<file path="config.mk">
export PLATFORM = sky130hd
export DESIGN_NAME = trimmed_mean_sample_averager_unit
export DESIGN_NICKNAME = d
export VERILOG_FILES = /design/src/rtl/tmsa_pkg.sv /design/src/rtl/tmsa_div.sv /design/src/rtl/tmsa_datapath.sv /design/src/rtl/tmsa_ctrl.sv /design/src/rtl/trimmed_mean_sample_averager_unit.sv
export VERILOG_INCLUDE_DIRS = /design/src /design/src/rtl
export SDC_FILE = /design/constraint.sdc
export NUM_CORES = 1
export LEC_CHECK = 0
export BUFFER_PORTS_ARGS = -buffer_cell sky130_fd_sc_hd__buf_2
export CAP_MARGIN = 20
export CORE_UTILIZATION = 48
export DETAILED_ROUTE_END_ITERATION = 8
export GPL_ROUTABILITY_DRIVEN = 0
export PLACE_DENSITY = 0.7
export REMOVE_ABC_BUFFERS = 1
export SETUP_SLACK_MARGIN = 0.15
export SLEW_MARGIN = 10
export SYNTH_ARGS = -nofsm -noshare
export SYNTH_HDL_FRONTEND = slang
export SYNTH_SLANG_ARGS = --single-unit
</file>
<file path="constraint.sdc">
create_clock -name clock -period 2.86 [get_ports clock]
set_input_delay 0.143 -clock clock [delete_from_list [all_inputs] [get_ports clock]]
set_output_delay 0.143 -clock clock [all_outputs]
set_load 0.005 [all_outputs]
</file>
<file path="src/rtl/trimmed_mean_sample_averager_unit_assert.svh">
// Assertion macros shared by the trimmed-mean averager modules.
`ifndef TRIMMED_MEAN_SAMPLE_AVERAGER_UNIT_ASSERT_SVH
`define TRIMMED_MEAN_SAMPLE_AVERAGER_UNIT_ASSERT_SVH

// Condition that must hold in the same cycle as its trigger.
`define TMSA_ASSERT_SAME(lbl, clk, rst, ante, cons, msg) \
   lbl: assert property (@(posedge clk) disable iff (rst) (ante) |-> (cons)) else $error(msg);

// Condition that must hold in the cycle after its trigger.
`define TMSA_ASSERT_NEXT(lbl, clk, rst, ante, cons, msg) \
   lbl: assert property (@(posedge clk) disable iff (rst) (ante) |=> (cons)) else $error(msg);

`endif

</file>
<file path="src/rtl/tmsa_pkg.sv">
// Package of types and constants for the trimmed-mean sample averager.
package tmsa_pkg;

   // Default sample width and fixed register widths.
   localparam int SAMPLE_BITS_DEFAULT = 16;
   localparam int COUNT_BITS          = 8;
   localparam int CSR_DATA_BITS       = 8;
   localparam int CSR_INDEX_BITS      = 1;

   // Register indexes.
   localparam logic [CSR_INDEX_BITS-1:0] REG_SAMPLE_COUNT   = 1'd0;
   localparam logic [CSR_INDEX_BITS-1:0] REG_WARMUP_DISCARD = 1'd1;

   // Batch-size reset value, smallest usable batch size and number of items trimmed.
   localparam logic [COUNT_BITS-1:0] SAMPLE_COUNT_RESET = 8'd10;
   localparam logic [COUNT_BITS-1:0] MIN_COUNT          = 8'd3;
   localparam logic [COUNT_BITS-1:0] TRIM_DROP          = 8'd2;

   // Controller states.
   typedef enum logic [1:0] {
      ST_ACCUM,
      ST_TRIM,
      ST_DIVIDE
   } state_type;

   // Commands from the controller to the datapath.
   typedef struct packed {
      logic take;
      logic trim;
   } ctrl_cmd_type;

   // Status from the datapath to the controller.
   typedef struct packed {
      logic ends_batch;
      logic rsp_pending;
      logic div_done;
   } ctrl_status_type;

endpackage

</file>
<file path="src/rtl/tmsa_div.sv">
// Restoring divider that produces one quotient bit per cycle, with saturation.
module tmsa_div #(
   parameter int DIVIDEND_BITS = tmsa_pkg::SAMPLE_BITS_DEFAULT + tmsa_pkg::COUNT_BITS,
   parameter int DIVISOR_BITS  = tmsa_pkg::COUNT_BITS,
   parameter int QUOT_BITS     = tmsa_pkg::SAMPLE_BITS_DEFAULT
) (
   input  logic                     clock,
   input  logic                     reset,
   input  logic                     start,
   input  logic [DIVIDEND_BITS-1:0] dividend,
   input  logic [DIVISOR_BITS-1:0]  divisor,
   output logic                     done,
   output logic [QUOT_BITS-1:0]     quotient
);

   localparam int CNT_BITS = $clog2(DIVIDEND_BITS + 1);

   logic                     busy_ff, busy_in;
   logic                     done_ff, done_in;
   logic [CNT_BITS-1:0]      cnt_ff, cnt_in;
   logic [DIVIDEND_BITS-1:0] quot_ff, quot_in;
   logic [DIVISOR_BITS-1:0]  rem_ff, rem_in;
   logic [DIVISOR_BITS-1:0]  div_ff, div_in;
   logic [DIVISOR_BITS:0]    trial;
   logic [DIVISOR_BITS:0]    diff;
   logic                     fits;

   // One restoring step: shift in the next dividend bit and try to subtract.
   assign trial = {rem_ff, quot_ff[DIVIDEND_BITS-1]};
   assign diff  = trial - {1'b0, div_ff};
   assign fits  = (trial >= {1'b0, div_ff});

   always_comb begin
      busy_in = busy_ff;
      cnt_in  = cnt_ff;
      quot_in = quot_ff;
      rem_in  = rem_ff;
      div_in  = div_ff;
      done_in = 1'b0;
      if (start) begin
         busy_in = 1'b1;
         cnt_in  = CNT_BITS'(DIVIDEND_BITS);
         quot_in = dividend;
         rem_in  = '0;
         div_in  = divisor;
      end else if (busy_ff) begin
         // The remainder stays below the divisor, so the low bits hold it.
         rem_in  = fits ? diff[DIVISOR_BITS-1:0] : trial[DIVISOR_BITS-1:0];
         quot_in = {quot_ff[DIVIDEND_BITS-2:0], fits};
         cnt_in  = cnt_ff - 1'b1;
         if (cnt_ff == CNT_BITS'(1)) begin
            busy_in = 1'b0;
            done_in = 1'b1;
         end
      end
   end

   always_ff @(posedge clock) begin
      if (reset) begin
         busy_ff <= 1'b0;
         done_ff <= 1'b0;
         cnt_ff  <= '0;
      end else begin
         busy_ff <= busy_in;
         done_ff <= done_in;
         cnt_ff  <= cnt_in;
      end
      quot_ff <= quot_in;
      rem_ff  <= rem_in;
      div_ff  <= div_in;
   end

   // Clamp a quotient that does not fit the sample width.
   assign done     = done_ff;
   assign quotient = (|quot_ff[DIVIDEND_BITS-1:QUOT_BITS]) ? {QUOT_BITS{1'b1}}
                                                           : quot_ff[QUOT_BITS-1:0];

endmodule

</file>
<file path="src/rtl/tmsa_datapath.sv">
// Datapath: registers, batch accumulation, trimming, divider and result register.
`include "trimmed_mean_sample_averager_unit_assert.svh"

module tmsa_datapath #(
   parameter int SAMPLE_BITS = tmsa_pkg::SAMPLE_BITS_DEFAULT
) (
   input  logic                                clock,
   input  logic                                reset,
   input  logic                                csr_wr_en,
   input  logic [tmsa_pkg::CSR_INDEX_BITS-1:0] csr_index,
   input  logic [tmsa_pkg::CSR_DATA_BITS-1:0]  csr_wdata,
   input  logic [SAMPLE_BITS-1:0]              req_sample,
   input  tmsa_pkg::ctrl_cmd_type              cmd,
   output tmsa_pkg::ctrl_status_type           status,
   output logic                                rsp_valid,
   input  logic                                rsp_ready,
   output logic [SAMPLE_BITS-1:0]              rsp_average
);

   localparam int CB       = tmsa_pkg::COUNT_BITS;
   localparam int SUM_BITS = SAMPLE_BITS + CB;

   logic [CB-1:0]          count_ff;
   logic                   warmup_ff;
   logic [SUM_BITS-1:0]    sum_ff, sum_in;
   logic [SAMPLE_BITS-1:0] max_ff, max_in;
   logic [SAMPLE_BITS-1:0] min_ff, min_in;
   logic [CB-1:0]          taken_ff, taken_in;
   logic                   pending_ff, pending_in;
   logic                   rsp_valid_ff, rsp_valid_in;
   logic [SAMPLE_BITS-1:0] average_ff;
   logic [CB-1:0]          count_eff;
   logic [CB:0]            next_taken;
   logic                   discard_now;
   logic [SUM_BITS-1:0]    trimmed;
   logic                   div_done;
   logic [SAMPLE_BITS-1:0] div_quot;

   // Configuration registers.
   always_ff @(posedge clock) begin
      if (reset) begin
         count_ff  <= tmsa_pkg::SAMPLE_COUNT_RESET;
         warmup_ff <= 1'b1;
      end else if (csr_wr_en) begin
         unique case (csr_index)
            tmsa_pkg::REG_SAMPLE_COUNT:   count_ff  <= csr_wdata[CB-1:0];
            tmsa_pkg::REG_WARMUP_DISCARD: warmup_ff <= csr_wdata[0];
            default: ;
         endcase
      end
   end

   // Batch bookkeeping: small counts act as the minimum.
   assign count_eff   = (count_ff < tmsa_pkg::MIN_COUNT) ? tmsa_pkg::MIN_COUNT : count_ff;
   assign next_taken  = {1'b0, taken_ff} + 1'b1;
   assign discard_now = (taken_ff == '0) && warmup_ff && pending_ff;

   assign status.ends_batch  = !discard_now && (next_taken >= {1'b0, count_eff});
   assign status.rsp_pending = rsp_valid_ff;
   assign status.div_done    = div_done;

   // Accumulate an item, or drop the warm-up item, or clear at batch end.
   always_comb begin
      sum_in     = sum_ff;
      max_in     = max_ff;
      min_in     = min_ff;
      taken_in   = taken_ff;
      pending_in = pending_ff;
      if (cmd.trim) begin
         sum_in     = '0;
         max_in     = '0;
         min_in     = '0;
         taken_in   = '0;
         pending_in = 1'b1;
      end else if (cmd.take) begin
         if (discard_now) begin
            pending_in = 1'b0;
         end else begin
            if (taken_ff == '0) begin
               sum_in = SUM_BITS'(req_sample);
               max_in = req_sample;
               min_in = req_sample;
            end else begin
               sum_in = sum_ff + SUM_BITS'(req_sample);
               if (req_sample > max_ff) begin
                  max_in = req_sample;
               end
               if (req_sample < min_ff) begin
                  min_in = req_sample;
               end
            end
            taken_in = next_taken[CB-1:0];
         end
      end
   end

   always_ff @(posedge clock) begin
      if (reset) begin
         sum_ff     <= '0;
         max_ff     <= '0;
         min_ff     <= '0;
         taken_ff   <= '0;
         pending_ff <= 1'b1;
      end else begin
         sum_ff     <= sum_in;
         max_ff     <= max_in;
         min_ff     <= min_in;
         taken_ff   <= taken_in;
         pending_ff <= pending_in;
      end
   end

   // Drop the largest and smallest item from the finished batch.
   assign trimmed = sum_ff - SUM_BITS'(max_ff) - SUM_BITS'(min_ff);

   tmsa_div #(
      .DIVIDEND_BITS (SUM_BITS),
      .DIVISOR_BITS  (CB),
      .QUOT_BITS     (SAMPLE_BITS)
   ) u_div (
      .clock    (clock),
      .reset    (reset),
      .start    (cmd.trim),
      .dividend (trimmed),
      .divisor  (count_eff - tmsa_pkg::TRIM_DROP),
      .done     (div_done),
      .quotient (div_quot)
   );

   // Result register, held until the receiver takes the item.
   always_comb begin
      rsp_valid_in = rsp_valid_ff;
      if (div_done) begin
         rsp_valid_in = 1'b1;
      end else if (rsp_ready) begin
         rsp_valid_in = 1'b0;
      end
   end

   always_ff @(posedge clock) begin
      if (reset) begin
         rsp_valid_ff <= 1'b0;
      end else begin
         rsp_valid_ff <= rsp_valid_in;
      end
      if (div_done) begin
         average_ff <= div_quot;
      end
   end

   assign rsp_valid   = rsp_valid_ff;
   assign rsp_average = average_ff;

   // A finished quotient must never land on an untaken result.
   `TMSA_ASSERT_SAME(a_no_overwrite, clock, reset, div_done, !rsp_valid_ff,
                     "result register overwritten before it was taken")
   // Clearing at batch end rearms the warm-up discard.
   `TMSA_ASSERT_NEXT(a_trim_clears, clock, reset, cmd.trim,
                     (taken_ff == '0) && pending_ff,
                     "batch state not cleared after trimming")

endmodule

</file>
<file path="src/rtl/tmsa_ctrl.sv">
// Controller: sequences accumulation, trimming and the division at batch end.
`include "trimmed_mean_sample_averager_unit_assert.svh"

module tmsa_ctrl (
   input  logic                       clock,
   input  logic                       reset,
   input  logic                       req_valid,
   output logic                       req_ready,
   input  tmsa_pkg::ctrl_status_type  status,
   output tmsa_pkg::ctrl_cmd_type     cmd
);

   tmsa_pkg::state_type state_ff, state_in;

   always_ff @(posedge clock) begin
      if (reset) begin
         state_ff <= tmsa_pkg::ST_ACCUM;
      end else begin
         state_ff <= state_in;
      end
   end

   // Next state and commands.
   always_comb begin
      state_in  = state_ff;
      req_ready = 1'b0;
      cmd       = '0;
      unique case (state_ff)
         tmsa_pkg::ST_ACCUM: begin
            // A batch-ending item waits until the last result has been taken.
            req_ready = !(status.ends_batch && status.rsp_pending);
            cmd.take  = req_valid && req_ready;
            if (cmd.take && status.ends_batch) begin
               state_in = tmsa_pkg::ST_TRIM;
            end
         end
         tmsa_pkg::ST_TRIM: begin
            cmd.trim = 1'b1;
            state_in = tmsa_pkg::ST_DIVIDE;
         end
         tmsa_pkg::ST_DIVIDE: begin
            if (status.div_done) begin
               state_in = tmsa_pkg::ST_ACCUM;
            end
         end
         default: state_in = tmsa_pkg::ST_ACCUM;
      endcase
   end

   // The divider only finishes while the controller waits for it.
   `TMSA_ASSERT_SAME(a_done_in_divide, clock, reset, status.div_done,
                     state_ff == tmsa_pkg::ST_DIVIDE,
                     "divider finished outside the divide state")
   // Trimming always hands over to the divide state.
   `TMSA_ASSERT_NEXT(a_trim_to_divide, clock, reset, cmd.trim,
                     state_ff == tmsa_pkg::ST_DIVIDE && !req_ready,
                     "trim not followed by division")

endmodule

</file>
<file path="src/rtl/trimmed_mean_sample_averager_unit.sv">
// Top level of the trimmed-mean sample averager.
//
// Samples arrive on the req_ channel (valid/ready) and trimmed means leave on
// the rsp_ channel (valid/ready). Each accepted item is folded into the batch
// by the accumulator registers directly, so items can be taken on consecutive
// cycles. With warm-up discard enabled, the first item of each batch is
// dropped. On the last item of a batch the block enters a trim state that
// drops the largest and smallest item and starts a one-bit-per-cycle
// divider; its done flag is registered, and the result register then captures
// the quotient. No item is accepted while the block trims and divides. The
// result sits in an output register: items of the next batch are accepted
// while it waits, and only the item that would end the next batch is held off
// until the receiver has taken it.
// The csr_ port writes the batch size (index 0) and the warm-up discard
// enable (index 1); write only while the block is idle. A synchronous reset
// restores a batch size of ten with warm-up discard on and empties the batch.
module trimmed_mean_sample_averager_unit #(
   parameter int SAMPLE_BITS = tmsa_pkg::SAMPLE_BITS_DEFAULT
) (
   input  logic                                clock,
   input  logic                                reset,
   input  logic                                csr_wr_en,
   input  logic [tmsa_pkg::CSR_INDEX_BITS-1:0] csr_index,
   input  logic [tmsa_pkg::CSR_DATA_BITS-1:0]  csr_wdata,
   input  logic                                req_valid,
   output logic                                req_ready,
   input  logic [SAMPLE_BITS-1:0]              req_sample,
   output logic                                rsp_valid,
   input  logic                                rsp_ready,
   output logic [SAMPLE_BITS-1:0]              rsp_average
);

   tmsa_pkg::ctrl_cmd_type    cmd;
   tmsa_pkg::ctrl_status_type status;

   tmsa_ctrl u_ctrl (
      .clock     (clock),
      .reset     (reset),
      .req_valid (req_valid),
      .req_ready (req_ready),
      .status    (status),
      .cmd       (cmd)
   );

   tmsa_datapath #(
      .SAMPLE_BITS (SAMPLE_BITS)
   ) u_datapath (
      .clock       (clock),
      .reset       (reset),
      .csr_wr_en   (csr_wr_en),
      .csr_index   (csr_index),
      .csr_wdata   (csr_wdata),
      .req_sample  (req_sample),
      .cmd         (cmd),
      .status      (status),
      .rsp_valid   (rsp_valid),
      .rsp_ready   (rsp_ready),
      .rsp_average (rsp_average)
   );

endmodule

</file>
==> results.json <==
{
  "layout_commonest_cell": "buf_4",
  "route.detailed.drc": 0,
  "cpPeakStageDelay_ns": 0.37,
  "min_path_cells": 3,
  "dp.cells": 1334,
  "synth_top_area_share": 0.203,
  "p_switching_uw": 3450,
  "synth_cells": 1007,
  "die_w_um": 139,
  "vdd_drop_max_v": 0.000513,
  "reg2reg_depth": 16,
  "fin_worst_skew_ns": 0.00889,
  "worstPathArrival_ns": 3.47,
  "syn_area_um2": 9070,
  "clk_pin_slew_ns": 0.06,
  "io_pins": 48,
  "ys_types": 70,
  "max_freq_mhz": 320,
  "layout_common_cells": "buf_4 (100), nand2_1 (89), dfxtp_1 (84), ha_1 (79), inv_1 (78)",
  "finalSetupViolations": 73,
  "period_minus_slack_ns": 3.12,
  "ys.warnings.count": 0,
  "route.vias.total": 7920,
  "nFillCells": 1438,
  "critPathKind": "reg -> reg",
  "cts_num_sinks": 140,
  "synth_edf_count": 48,
  "overflow": 0,
  "fin_crit_sh": 1.09,
  "power.share.clock": 0.238,
  "r2r-start": "u_datapath.taken_ff[0]$_SDFFE_PP0P_",
  "dpl.hpwl_um": 15400,
  "cp-end-kind": "flip-flop",
  "row_count": 49,
  "die-area_um2": 19500,
  "layout_setup_ws_ns": -0.261,
  "outcome": "finished, violations left",
  "synth.area.top_cells": "dfxtp_1 (20%), edfxtp_1 (16%), ha_1 (12%)",
  "numCtsBuffers": 17,
  "die_h_um": 139,
  "p_leak_uw": 0.00489,
  "via_per_inst": 5.62,
  "drt_iter0_drc": 504,
  "coreArea_um2": 18300,
  "drv_cap": 0,
  "cp_max_fo": 11,
  "grt_pass1_vias": 7362,
  "yosys.area.top_type": "dfxtp_1",
  "cp_slowest_cell": "dfxtp_4",
  "hold_path.class": "in -> reg",
  "grt_use_total": 0.236,
  "cts-htree-levels": 4,
  "grt_max_degree": 61,
  "start_util": 0.497,
  "cp-start-kind": "flip-flop",
  "ys_seq_elements": 140,
  "setup_tns_ns": -12.12,
  "dr.pass1.iters": 5,
  "numPortBuffers": 47,
  "power.share.sequential": 0.244,
  "failed_checks": "setup timing",
  "required_ns": 3.21,
  "antenna_found_initial": 0,
  "synth_area_per_cell_um2": 9.01,
  "power_frac_comb": 0.517,
  "cp_cell_sequence": "ha_4, and3_4, and2_4, xor2_1, ha_1, o211a_1, a221oi_2, o21ai_2, a31oi_4, buf_6, and2_4, buf_4, buf_6, buf_16, o21ai_0, a21oi_1",
  "crit_path_start": "u_datapath.taken_ff[0]$_SDFFE_PP0P_",
  "root_buffer": "clkbuf_16",
  "instances_no_fill": 1410,
  "worstSkewPairLatency_ns": 0.43,
  "cts_buffer_depth": 2,
  "report.final.slew_viol_count": 0,
  "hold_viol_final": 0,
  "internal_power_uw": 6180,
  "drive_above_1_share": 0.273,
  "routed_wl_um": 23600,
  "rsz0062_at_grt": "true",
  "synth-seq-area-share": 0.362,
  "cts_tree": "built",
  "antenna_left": 0,
  "hp-start": "req_sample[11]",
  "worstMarginPinSlew_ns": 0.832,
  "p_sw_frac": 0.359,
  "maxSlewHeadroom": 0.444,
  "wl_per_cell_um": 16.8,
  "finalNetCount": 1303,
  "power_density_nw_per_um2": 814,
  "diodes": 0,
  "grt_pass1_wl_um": 36600,
  "async_flop_share": 0,
  "ys.flop_type": "dfxtp_1",
  "area_growth_pct": 30.3
}
[logic make-up after synthesis]
family          synth area share
buf+inv                   0.0518
xor+xnor                  0.0512
flops                      0.362
fa+ha+maj                  0.160
simple gates               0.162
compound gates             0.188
mux                       0.0254
[worst max-delay path: cells and delay by family, from the launching register on]
kind	cells	cell delay, ns
AND/OR/NAND/NOR	3	0.52
XOR/XNOR	1	0.17
AO/OA/AOI/OAI	6	1.08
flip-flops	1	0.37
buffers and inverters	4	0.49
adder cells (fa/ha/maj)	2	0.42
[final cells by class]
| type | instances | area (um2) | share of cell area |
|---|---|---|---|
| Clock inverter | 7 | 111 | 0.00942 |
| Inverter | 82 | 308 | 0.0260 |
| Multi-Input combinational cell | 747 | 5860 | 0.495 |
| Clock buffer | 25 | 495 | 0.0419 |
| Timing Repair Buffer | 180 | 1470 | 0.124 |
| Tap cell | 229 | 287 | 0.0242 |
| Sequential cell | 140 | 3300 | 0.279 |
[registers in the layout, summed over array words and instances (netlist names)]
register and flops:
u_datapath.taken_ff 8, u_datapath.u_div.rem_ff 8, u_datapath.u_div.cnt_ff 5, u_datapath.u_div.busy_ff 1, u_datapath.warmup_ff 1, u_datapath.pending_ff 1, u_datapath.count_ff 8, u_datapath.rsp_valid 1
u_datapath.rsp_average 16, u_datapath.max_ff 16, u_ctrl.state_ff 2, u_datapath.sum_ff 24, u_datapath.u_div.quot_ff 24, u_datapath.u_div.done 1, u_datapath.u_div.div_ff 8, u_datapath.min_ff 16
[through the flow]
step	total power, uW	hold WS (ns)	area, um2	util	setup WS [ns]
5_1_grt	10200	0.0187	11800	0.647	-0.406
3_3_place_gp	6110	0.363	10100	0.555	-0.215
6_report	9630	0.0215	11800	0.647	-0.261
2_1_floorplan	4900	0.212	8910	-	-0.834
4_1_cts	9080	0.000180	11300	0.618	-0.158
3_5_place_dp	6170	0.370	10100	0.555	-0.288
[cells in the mapped netlist, drive strengths merged, types with 9 or more instances]
cell type / n
a21oi: 67
o21ai: 71
a21o: 19
or2: 19
o21a: 9
nand3: 37
o31ai: 18
edfxtp: 48
xor2: 24
nand2b: 13
ha: 87
nor3: 23
a211oi: 14
a31oi: 9
a311oi: 9
nor2: 71
inv: 81
or3: 9
buf: 10
xnor2: 29
dfxtp: 92
clkbuf: 28
mux2i: 23
nand2: 96
fa: 18
[final timing paths]
check / to / slack, ns
max: u_datapath.sum_ff[10]$_SDFFE_PP0P_ / -0.26
max reg2reg: u_datapath.sum_ff[10]$_SDFFE_PP0P_ / -0.26
min: u_datapath.max_ff[11]$_SDFFE_PP0P_ / 0.02
min reg2reg: u_datapath.count_ff[6]$_SDFFE_PP0P_ / 0.46
[metal layers]
metal | part of all wire | global-route usage
met5 | 0 | 0
met1 | 0.47 | 0.330
met4 | 0.021 | 0.0842
met3 | 0.054 | 0.0351
met2 | 0.45 | 0.372
[what timing repair did]
| action | 4_1_cts | 5_1_grt |
|---|---|---|
| gates cloned | 2 | 4 |
| endpoints found under the hold margin | 9 | 0 |
| pin swaps | 38 | 44 |
| hold buffers | 9 | 0 |
| gates resized for setup | 72 | 68 |
| endpoints found under the setup margin | 81 | 80 |
| setup buffers | 12 | 17 |
[power by group through the flow]
stage | logic (uW) | registers, uW | clock network [uW]
finish | 4980 | 2350 | 2300
global route | 5390 | 2370 | 2410
CTS | 4420 | 2340 | 2320
detailed placement | 3800 | 2370 | 0
global placement | 3740 | 2370 | 0
floorplan | 2550 | 2350 | 0
No activity file was read; power rests on OpenSTA's default activity.
